File: src/rtl/dynamic_priority_scheduler_assert.svh
// Assertion macros shared by the scheduler RTL.
// Needs nothing else; included by files that carry concurrent assertions.
`ifndef DYNAMIC_PRIORITY_SCHEDULER_ASSERT_SVH
`define DYNAMIC_PRIORITY_SCHEDULER_ASSERT_SVH

// Same-cycle implication, disabled while reset is held
`define DPS_ASSERT_SAME(label, clk, rst_n, ante, cons) \
  label: assert property (@(posedge clk) disable iff (!rst_n) (ante) |-> (cons)) \
    else $error("scheduler check failed: same-cycle rule");

// Next-cycle implication, disabled while reset is held
`define DPS_ASSERT_NEXT(label, clk, rst_n, ante, cons) \
  label: assert property (@(posedge clk) disable iff (!rst_n) (ante) |=> (cons)) \
    else $error("scheduler check failed: next-cycle rule");

`endif

File: src/rtl/dps_pkg.sv
// Shared types and constants of the dynamic priority scheduler.
// No dependencies; used by dps_ctrl, dps_dp and the top level.
`timescale 1ns / 1ps

package dps_pkg;

  // Default slot count
  localparam int NUM_PROCS_DEF = 4;

  // Field widths
  localparam int FUNC_W   = 1;
  localparam int SLOT_W   = 2;
  localparam int TIME_W   = 8;
  localparam int PRIO_W   = 12;
  localparam int BASE_W   = 8;
  localparam int DECAY_W  = 4;
  localparam int IN_TDATA_W  = 16;
  localparam int OUT_TDATA_W = 24;

  // Configuration port
  localparam int CFG_IDX_W  = 1;
  localparam int CFG_DATA_W = 8;
  localparam logic [CFG_IDX_W-1:0] REG_BASE  = 1'b0;
  localparam logic [CFG_IDX_W-1:0] REG_DECAY = 1'b1;

  localparam logic [BASE_W-1:0]  BASE_RST  = 8'd50;
  localparam logic [DECAY_W-1:0] DECAY_RST = 4'd3;

  // Item kinds
  localparam logic [FUNC_W-1:0] FUNC_LOAD = 1'b0;
  localparam logic [FUNC_W-1:0] FUNC_TICK = 1'b1;

  // Priority saturation floor
  localparam logic signed [PRIO_W:0] PRIO_MIN = -13'sd2048;
  localparam logic [TIME_W-1:0] USED_MAX = 8'd255;

  // One slot of the process table
  typedef struct packed {
    logic [TIME_W-1:0]        rem;
    logic signed [PRIO_W-1:0] prio;
    logic [TIME_W-1:0]        used;
  } entry_t;

  typedef enum logic [2:0] {
    ST_IDLE,
    ST_SCAN,
    ST_DRAIN,
    ST_UPDATE,
    ST_FINISH
  } state_t;

  // Controller to datapath
  typedef struct packed {
    logic load;
    logic scan_clear;
    logic scan_rd;
    logic update;
    logic finish;
  } cmd_t;

  // Datapath to controller
  typedef struct packed {
    logic in_func;
    logic scan_last;
    logic out_free;
  } status_t;

endpackage

File: src/rtl/dps_ctrl.sv
// Sequencer of the scheduler: accepts words and steps load and tick work.
// Depends on dps_pkg.
`timescale 1ns / 1ps

module dps_ctrl (
  input  logic             clk,
  input  logic             rst_n,
  input  logic             in_tvalid,
  output logic             in_tready,
  input  dps_pkg::status_t status,
  output dps_pkg::cmd_t    cmd
);

  dps_pkg::state_t state_r, state_nxt;

  // State register
  always_ff @(posedge clk) begin
    if (!rst_n) begin
      state_r <= dps_pkg::ST_IDLE;
    end else begin
      state_r <= state_nxt;
    end
  end

  // Next state and commands
  always_comb begin
    state_nxt = state_r;
    cmd       = '0;
    in_tready = 1'b0;
    unique case (state_r)
      dps_pkg::ST_IDLE: begin
        // Take no word while reset is held
        in_tready = rst_n;
        if (in_tvalid && rst_n) begin
          if (status.in_func == dps_pkg::FUNC_TICK) begin
            cmd.scan_clear = 1'b1;
            state_nxt      = dps_pkg::ST_SCAN;
          end else begin
            cmd.load  = 1'b1;
            state_nxt = dps_pkg::ST_FINISH;
          end
        end
      end
      dps_pkg::ST_SCAN: begin
        cmd.scan_rd = 1'b1;
        if (status.scan_last) begin
          state_nxt = dps_pkg::ST_DRAIN;
        end
      end
      dps_pkg::ST_DRAIN: begin
        state_nxt = dps_pkg::ST_UPDATE;
      end
      dps_pkg::ST_UPDATE: begin
        cmd.update = 1'b1;
        state_nxt  = dps_pkg::ST_FINISH;
      end
      dps_pkg::ST_FINISH: begin
        if (status.out_free) begin
          cmd.finish = 1'b1;
          state_nxt  = dps_pkg::ST_IDLE;
        end
      end
      default: begin
        state_nxt = dps_pkg::ST_IDLE;
      end
    endcase
  end

endmodule

File: src/rtl/dps_dp.sv
// Datapath of the scheduler: slot table memory, scan compare, update and
// output register. Depends on dps_pkg; driven by dps_ctrl commands.
`timescale 1ns / 1ps

module dps_dp #(
  parameter int NUM_PROCS = dps_pkg::NUM_PROCS_DEF
) (
  input  logic                             clk,
  input  logic                             rst_n,
  input  logic                             cfg_we,
  input  logic [dps_pkg::CFG_IDX_W-1:0]    cfg_index,
  input  logic [dps_pkg::CFG_DATA_W-1:0]   cfg_wdata,
  input  logic [0:0]                       in_tuser,
  input  logic [dps_pkg::IN_TDATA_W-1:0]   in_tdata,
  input  dps_pkg::cmd_t                    cmd,
  output dps_pkg::status_t                 status,
  output logic                             out_tvalid,
  input  logic                             out_tready,
  output logic [dps_pkg::OUT_TDATA_W-1:0]  out_tdata,
  output logic [0:0]                       out_tuser
);

  localparam int IDX_W = (NUM_PROCS > 1) ? $clog2(NUM_PROCS) : 1;

  // Configuration registers
  logic [dps_pkg::BASE_W-1:0]  base_r;
  logic [dps_pkg::DECAY_W-1:0] decay_r;

  always_ff @(posedge clk) begin
    if (!rst_n) begin
      base_r  <= dps_pkg::BASE_RST;
      decay_r <= dps_pkg::DECAY_RST;
    end else if (cfg_we) begin
      case (cfg_index)
        dps_pkg::REG_BASE:  base_r  <= cfg_wdata;
        dps_pkg::REG_DECAY: decay_r <= cfg_wdata[dps_pkg::DECAY_W-1:0];
        default: ;
      endcase
    end
  end

  // Unpack the input word
  logic [dps_pkg::SLOT_W-1:0] in_slot;
  logic [dps_pkg::TIME_W-1:0] in_need;
  assign in_slot = in_tdata[dps_pkg::SLOT_W-1:0];
  assign in_need = in_tdata[dps_pkg::SLOT_W +: dps_pkg::TIME_W];

  logic [IDX_W+1:0] slot_ext;
  logic [IDX_W-1:0] ld_addr;
  logic             ld_ok;
  logic signed [dps_pkg::PRIO_W-1:0] ld_prio;
  assign slot_ext = (IDX_W+2)'(in_slot);
  assign ld_addr  = slot_ext[IDX_W-1:0];
  assign ld_ok    = int'(in_slot) < NUM_PROCS;
  assign ld_prio  = $signed({4'b0, base_r}) - $signed({4'b0, in_need});

  // Slot table and its per-entry valid and busy flags
  dps_pkg::entry_t mem [NUM_PROCS];
  logic [NUM_PROCS-1:0] valid_r;
  logic [NUM_PROCS-1:0] busy_r;

  // Scan state
  logic [IDX_W-1:0] cnt_r;
  logic             rd_pend_r;
  logic             rd_valid_r;
  logic [IDX_W-1:0] rd_idx_r;
  dps_pkg::entry_t  rd_q;

  logic                              best_valid_r;
  logic [IDX_W-1:0]                  best_idx_r;
  logic signed [dps_pkg::PRIO_W-1:0] best_prio_r;
  logic [dps_pkg::TIME_W-1:0]        best_rem_r;
  logic [dps_pkg::TIME_W-1:0]        best_used_r;
  logic                              is_tick_r;

  // Running slot's new values
  logic signed [dps_pkg::PRIO_W:0]   dec_prio;
  logic signed [dps_pkg::PRIO_W-1:0] new_prio;
  logic [dps_pkg::TIME_W-1:0]        new_rem;
  logic [dps_pkg::TIME_W-1:0]        new_used;

  always_comb begin
    dec_prio = $signed({best_prio_r[dps_pkg::PRIO_W-1], best_prio_r})
             - $signed({9'b0, decay_r});
    if (dec_prio < dps_pkg::PRIO_MIN) begin
      new_prio = dps_pkg::PRIO_MIN[dps_pkg::PRIO_W-1:0];
    end else begin
      new_prio = dec_prio[dps_pkg::PRIO_W-1:0];
    end
    new_rem  = best_rem_r - 8'd1;
    new_used = (best_used_r == dps_pkg::USED_MAX) ? best_used_r : best_used_r + 8'd1;
  end

  // Memory write port: load or update
  logic            wr_en;
  logic [IDX_W-1:0] wr_addr;
  dps_pkg::entry_t wr_data;

  always_comb begin
    wr_en   = 1'b0;
    wr_addr = ld_addr;
    wr_data = '{rem: in_need, prio: ld_prio, used: '0};
    if (cmd.load && ld_ok) begin
      wr_en = 1'b1;
    end else if (cmd.update && best_valid_r) begin
      wr_en   = 1'b1;
      wr_addr = best_idx_r;
      wr_data = '{rem: new_rem, prio: new_prio, used: new_used};
    end
  end

  always_ff @(posedge clk) begin
    if (wr_en) begin
      mem[wr_addr] <= wr_data;
    end
  end

  // Registered read port for the scan
  always_ff @(posedge clk) begin
    if (cmd.scan_rd) begin
      rd_q <= mem[cnt_r];
    end
  end

  // Valid and busy flags
  always_ff @(posedge clk) begin
    if (!rst_n) begin
      valid_r <= '0;
      busy_r  <= '0;
    end else if (wr_en) begin
      valid_r[wr_addr] <= 1'b1;
      busy_r[wr_addr]  <= (wr_data.rem != '0);
    end
  end

  // Scan counter and read pipeline flags
  always_ff @(posedge clk) begin
    if (!rst_n) begin
      cnt_r     <= '0;
      rd_pend_r <= 1'b0;
    end else begin
      rd_pend_r <= cmd.scan_rd;
      if (cmd.scan_clear) begin
        cnt_r <= '0;
      end else if (cmd.scan_rd) begin
        cnt_r <= cnt_r + 1'b1;
      end
    end
  end

  always_ff @(posedge clk) begin
    if (cmd.scan_rd) begin
      rd_valid_r <= valid_r[cnt_r];
      rd_idx_r   <= cnt_r;
    end
  end

  // Keep the best live slot; a strict compare leaves ties with the lower slot
  logic cand_take;
  assign cand_take = rd_pend_r && rd_valid_r && (rd_q.rem != '0)
                  && (!best_valid_r || ($signed(rd_q.prio) > best_prio_r));

  always_ff @(posedge clk) begin
    if (!rst_n) begin
      best_valid_r <= 1'b0;
      is_tick_r    <= 1'b0;
    end else begin
      if (cmd.scan_clear) begin
        best_valid_r <= 1'b0;
        is_tick_r    <= 1'b1;
      end else if (cmd.load) begin
        is_tick_r <= 1'b0;
      end else if (cand_take) begin
        best_valid_r <= 1'b1;
      end
    end
  end

  always_ff @(posedge clk) begin
    if (cand_take) begin
      best_idx_r  <= rd_idx_r;
      best_prio_r <= $signed(rd_q.prio);
      best_rem_r  <= rd_q.rem;
      best_used_r <= rd_q.used;
    end else if (cmd.update) begin
      best_rem_r  <= new_rem;
      best_used_r <= new_used;
    end
  end

  // Output register
  logic             out_valid_r;
  logic             ran;
  logic [IDX_W+1:0] best_ext;
  logic [dps_pkg::OUT_TDATA_W-1:0] out_data_r;
  logic                            out_ran_r;

  assign ran      = is_tick_r && best_valid_r;
  assign best_ext = (IDX_W+2)'(best_idx_r);

  always_ff @(posedge clk) begin
    if (!rst_n) begin
      out_valid_r <= 1'b0;
    end else if (cmd.finish) begin
      out_valid_r <= 1'b1;
    end else if (out_tready) begin
      out_valid_r <= 1'b0;
    end
  end

  always_ff @(posedge clk) begin
    if (cmd.finish) begin
      out_ran_r <= ran;
      if (ran) begin
        out_data_r <= {5'b0, ~|busy_r, best_used_r, best_rem_r, best_ext[1:0]};
      end else begin
        out_data_r <= {5'b0, ~|busy_r, 18'b0};
      end
    end
  end

  assign out_tvalid = out_valid_r;
  assign out_tdata  = out_data_r;
  assign out_tuser  = out_ran_r;

  // Status back to the controller
  assign status.in_func   = in_tuser[0];
  assign status.scan_last = (cnt_r == IDX_W'(NUM_PROCS - 1));
  assign status.out_free  = !out_valid_r || out_tready;

endmodule

File: src/rtl/dynamic_priority_scheduler.sv
// Top level of the dynamic priority scheduler: controller plus datapath.
// Depends on dps_pkg, dps_ctrl, dps_dp and the assertion macro header.
//
//   channel  | direction | handshake            | contents
//   ---------+-----------+----------------------+------------------------------
//   in_      | slave     | in_tvalid/in_tready  | tuser func, tdata slot, need
//   out_     | master    | out_tvalid/out_tready| tuser ran, tdata slot..done
//   cfg_     | write     | cfg_we               | cfg_index, cfg_wdata
//
// A load is accepted, then its result is registered in the output step.
// A tick scans the table, reading one table slot per cycle, then runs drain,
// update and output steps; the output step waits until the output is free.
// Reset clears the valid bits of the slot table directly; no clearing pass.
// A stalled result holds in the output register; the next word is taken while
// it waits, and the block only stops at its own output step.
`timescale 1ns / 1ps
`include "dynamic_priority_scheduler_assert.svh"

module dynamic_priority_scheduler #(
  parameter int NUM_PROCS = dps_pkg::NUM_PROCS_DEF
) (
  input  logic                            clk,
  input  logic                            rst_n,
  input  logic                            cfg_we,
  input  logic [dps_pkg::CFG_IDX_W-1:0]   cfg_index,
  input  logic [dps_pkg::CFG_DATA_W-1:0]  cfg_wdata,
  input  logic                            in_tvalid,
  output logic                            in_tready,
  input  logic [dps_pkg::IN_TDATA_W-1:0]  in_tdata,   // slot[1:0], need_time[9:2]
  input  logic [0:0]                      in_tuser,   // func[0]
  output logic                            out_tvalid,
  input  logic                            out_tready,
  output logic [dps_pkg::OUT_TDATA_W-1:0] out_tdata,  // ran_slot[1:0], need_left[9:2],
                                                      // used_time[17:10], all_done[18]
  output logic [0:0]                      out_tuser   // ran[0]
);

  dps_pkg::cmd_t    cmd;
  dps_pkg::status_t status;

  dps_ctrl u_ctrl (
    .clk       (clk),
    .rst_n     (rst_n),
    .in_tvalid (in_tvalid),
    .in_tready (in_tready),
    .status    (status),
    .cmd       (cmd)
  );

  dps_dp #(
    .NUM_PROCS (NUM_PROCS)
  ) u_dp (
    .clk        (clk),
    .rst_n      (rst_n),
    .cfg_we     (cfg_we),
    .cfg_index  (cfg_index),
    .cfg_wdata  (cfg_wdata),
    .in_tuser   (in_tuser),
    .in_tdata   (in_tdata),
    .cmd        (cmd),
    .status     (status),
    .out_tvalid (out_tvalid),
    .out_tready (out_tready),
    .out_tdata  (out_tdata),
    .out_tuser  (out_tuser)
  );

  // Checks
  `DPS_ASSERT_NEXT(a_busy_after_accept, clk, rst_n, in_tvalid && in_tready, !in_tready)
  `DPS_ASSERT_SAME(a_finish_when_free, clk, rst_n, cmd.finish, status.out_free)
  `DPS_ASSERT_SAME(a_idle_result_zero, clk, rst_n, out_tvalid && !out_tuser[0], out_tdata[17:0] == 18'b0)
  `DPS_ASSERT_SAME(a_done_means_empty, clk, rst_n, out_tvalid && out_tuser[0] && out_tdata[18], out_tdata[9:2] == 8'b0)

endmodule
File: config.mk
export PLATFORM = sky130hd
export DESIGN_NAME = dynamic_priority_scheduler
export DESIGN_NICKNAME = d
export VERILOG_FILES = /design/src/rtl/dps_pkg.sv /design/src/rtl/dps_ctrl.sv /design/src/rtl/dps_dp.sv /design/src/rtl/dynamic_priority_scheduler.sv
export VERILOG_INCLUDE_DIRS = /design/src /design/src/rtl
export SDC_FILE = /design/constraint.sdc
export NUM_CORES = 1
export LEC_CHECK = 0
export ABC_CLOCK_PERIOD_IN_PS = 3600
export BUFFER_PORTS_ARGS = -buffer_cell sky130_fd_sc_hd__buf_2
export CAP_MARGIN = 10
export CORE_MARGIN = 1.5
export CORE_UTILIZATION = 29
export CTS_BUF_LIST = sky130_fd_sc_hd__clkbuf_16
export CTS_CLUSTER_DIAMETER = 50
export DETAILED_ROUTE_END_ITERATION = 10
export GPL_TIMING_DRIVEN = 0
export MAX_ROUTING_LAYER = met4
export PLACE_DENSITY_LB_ADDON = 0.1
export SKIP_CTS_REPAIR_TIMING = 1
export SKIP_LAST_GASP = 1
export SLEW_MARGIN = 20
export SYNTH_ARGS = -nofsm -noshare
export SYNTH_HDL_FRONTEND = slang
export SYNTH_SLANG_ARGS = --single-unit
File: constraint.sdc
create_clock -name clk -period 3.6 [get_ports clk]
set_clock_uncertainty 0.15 [all_clocks]
set_input_delay 0.54 -clock clk [delete_from_list [all_inputs] [get_ports clk]]
set_output_delay 0.54 -clock clk [all_outputs]
set_load 0.01 [all_outputs]
==> metrics.cfg <==
[yosys]
netlist_top_cells_count = edfxtp_1 (193), nand2_1 (53), inv_1 (37), dfxtp_1 (29), mux4_2 (29)
synth.largest_area_cell = edfxtp_1
ys.warnings.count = 0
synth-main-ff-cell = edfxtp_1
synth.avg_cell_area_um2 = 14.8
synth_edf_count = 193
synth_seq_cells = 222
yosysMostFrequentCell = edfxtp_1
async_flop_share_pct = 0
synth_area_mm2 = 0.00961
ys_seq_area_share_pct = 66.4
ys_types = 59
synth.top_cell.area_share_pct = 60.3
synthCells = 648
synth_area_leaders = edfxtp_1 (60%), mux4_2 (6.8%), dfxtp_1 (6.0%)

[global_route]
antenna_found_initial = 0
grt_max_degree = 32
grt_pass1_wl_mm = 35.1
grt_pass1_vias = 5839
overflow = 0
track_usage_pct = 14.3

[clock_tree]
clkTransAtPathRegs_ps = 60
numCtsBuffers = 30
clock_latency_ps = 560
clock-root-buffer = clkbuf_16
cts_tree = done
cts_max_level = 1
clock-sinks = 222
cts.path.max_buffers = 3

[drt]
ant_nets = 0
routed_wl_mm = 22.9
dr_total_vias = 5633
wl_per_cell_um = 19.0
drt_iter0_drc = 282
drc = 0
viasPerCell = 4.66
drt_first_pass_iters = 6

[die]
start_util_pct = 29.5
die_h_um = 185
ios = 58
die_area_mm2 = 0.0342
core_area_mm2 = 0.0325
dieWidth_um = 185
rows = 66

[layout]
fillers = 3199
antenna_cells = 0
synthToLayoutAreaGrowth_pct = 20.9
finalNonFillerCells = 1208
register_area_mm2 = 0.00638
final_core_util_pct = 35.7
layout-drive-gt1-share_pct = 23.0
multi_input_area_mm2 = 0.00304
nets = 802

[timing]
setup_slack_ps = 305
min_period_ps = 3300
setup_viol = 0
finalSetupTns_ps = 0
worst_pin_slew_ps = 1010
fin_crit_sh_pct = 91.5
max_freq_mhz = 303
relSlewSlack_pct = 32.4
finalMaxSlewViolations = 0
hold_viol = 0
grt_setup_unrepaired = no

[setup_path]
cp.required_ps = 3700
end_kind = flop
crit_chain = inv_1 > ha_1 > a21oi_1 > nand2_1 > a21o_1 > or4b_4 > nand3_4 > buf_6 > o21bai_2 > buf_6
rrSetupSlack_ps = 300
crit_fanout = 23
reg2reg_depth = 10
rr_endpoint = u_dp.best_rem_r[0]$_DFFE_PP_
cp_slowest_cell = or4b_4
timing.critical_path.mode_cell = buf_6
critical-path-max-stage-delay_ps = 600
crit_type = reg2reg
timing.rr.start = u_dp.best_prio_r[10]$_DFFE_PP_
start_kind = flop
cp.arrival_ps = 3400

[placed_design]
placed_cells = 1152
pre_cts_ws_ps = 309
io_buffers = 46
hpwl_mm = 16.2
finalWeightedCongestion = 0.824

[min_path]
hold_path_class = in2reg
hold_end = u_dp.base_r[5]$_SDFFE_PN1P_
min-delay-start = cfg_wdata[5]
hold_depth = 3

[status]
status = finished clean

[job]
cap_violations = 0

[power]
powerDensity_mw_per_mm2 = 536
power.leakage_nw = 4.21
ir_drop_mv = 0.410

-- flip-flops by register name (all words and copies together) (netlist names), 8 cells and up --
signal,cells
u_dp.best_rem_r,8
u_dp.best_prio_r,12
u_dp.base_r,8
u_dp.best_used_r,8
u_dp.rd_q,28
u_dp.mem,112
u_dp.out_tdata,19
-- worst max-delay path, delay by kind of cell (launching register included) --
kind,cells,cell delay (ps)
buffers and inverters,3,610
and+or+nand+nor,3,890
adders and majority gates,1,320
AOI/OAI and AO/OA,3,630
DFF,1,380
-- where the power goes --
group / leakage, nW / internal, mW / switching, mW
sequential: 2.04 / 2.90 / 0.0451
clock: 0.486 / 1.62 / 1.17
combinational: 1.68 / 0.202 / 0.280
total: 4.21 / 4.73 / 1.50
-- logic make-up after synthesis --
family / share of synthesized area [%]
AO/OA/AOI/OAI: 5.98
XOR/XNOR: 1.82
adder cells (fa/ha/maj): 3.93
buffers and inverters: 2.84
flip-flops: 66.4
multiplexers: 9.28
other: 0.0390
AND/OR/NAND/NOR: 9.75
-- cell type report --
cell class	instances	area share [%]
plain buffers	28	1.16
well taps	442	4.76
clock inverters	26	1.80
flip-flops and latches	222	54.9
inverters	37	1.20
repair buffers	58	3.59
multi-input cells	365	26.2
clock buffers	30	6.46
-- per-stage QoR --
stage	hold WS (ps)	area [um^2]	power, mW
6_report	56.0	11600	6.23
5_1_grt	44.9	11600	6.50
4_1_cts	30.0	11600	6.34
3_5_place_dp	259	10700	3.49
3_3_place_gp	258	10400	3.46
2_1_floorplan	250	9640	3.31
-- cell usage in the layout, fill, tap and decap left out, types with 15 or more instances in the layout --
master and n:
nor2_1 15, and3_1 22, nand2_1 52, clkbuf_1 17
o21ai_0 20, xnor2_1 16, ha_1 27, nand3_1 19
dfxtp_1 29, buf_2 49, mux4_2 29, clkbuf_16 30
a21oi_1 18, edfxtp_1 193, inv_1 40
-- layer usage --
metal / vias up / track usage (%) / wire length [um]
met5: - / - / 0
met4: 0 / 3.90 / 537
met3: 42 / 2.34 / 801
met2: 111 / 23.1 / 11000
met1: 2806 / 18.5 / 10600
li1: 2674 / - / -
-- how the worst max path moves through the flow --
| stage | startpoint | end | slack (ps) | cells after the start |
|---|---|---|---|---|
| after floorplan | u_dp.best_prio_r[10]$_DFFE_PP_ | u_dp.best_rem_r[0]$_DFFE_PP_ | 550 | 9 |
| after global placement | u_ctrl.state_r[0]$_SDFFE_PN0P_ | u_dp.busy_r[0]$_SDFFE_PN0P_ | -1320 | 6 |
| after detailed placement | u_dp.best_prio_r[11]$_DFFE_PP_ | u_dp.best_used_r[2]$_DFFE_PP_ | 310 | 10 |
| after CTS | u_dp.best_prio_r[10]$_DFFE_PP_ | u_dp.best_rem_r[0]$_DFFE_PP_ | 290 | 10 |
| after global routing | u_dp.best_prio_r[11]$_DFFE_PP_ | u_dp.best_rem_r[0]$_DFFE_PP_ | 180 | 9 |
| final | u_dp.best_prio_r[10]$_DFFE_PP_ | u_dp.best_rem_r[0]$_DFFE_PP_ | 300 | 10 |
(Power assumes the default switching activity.)
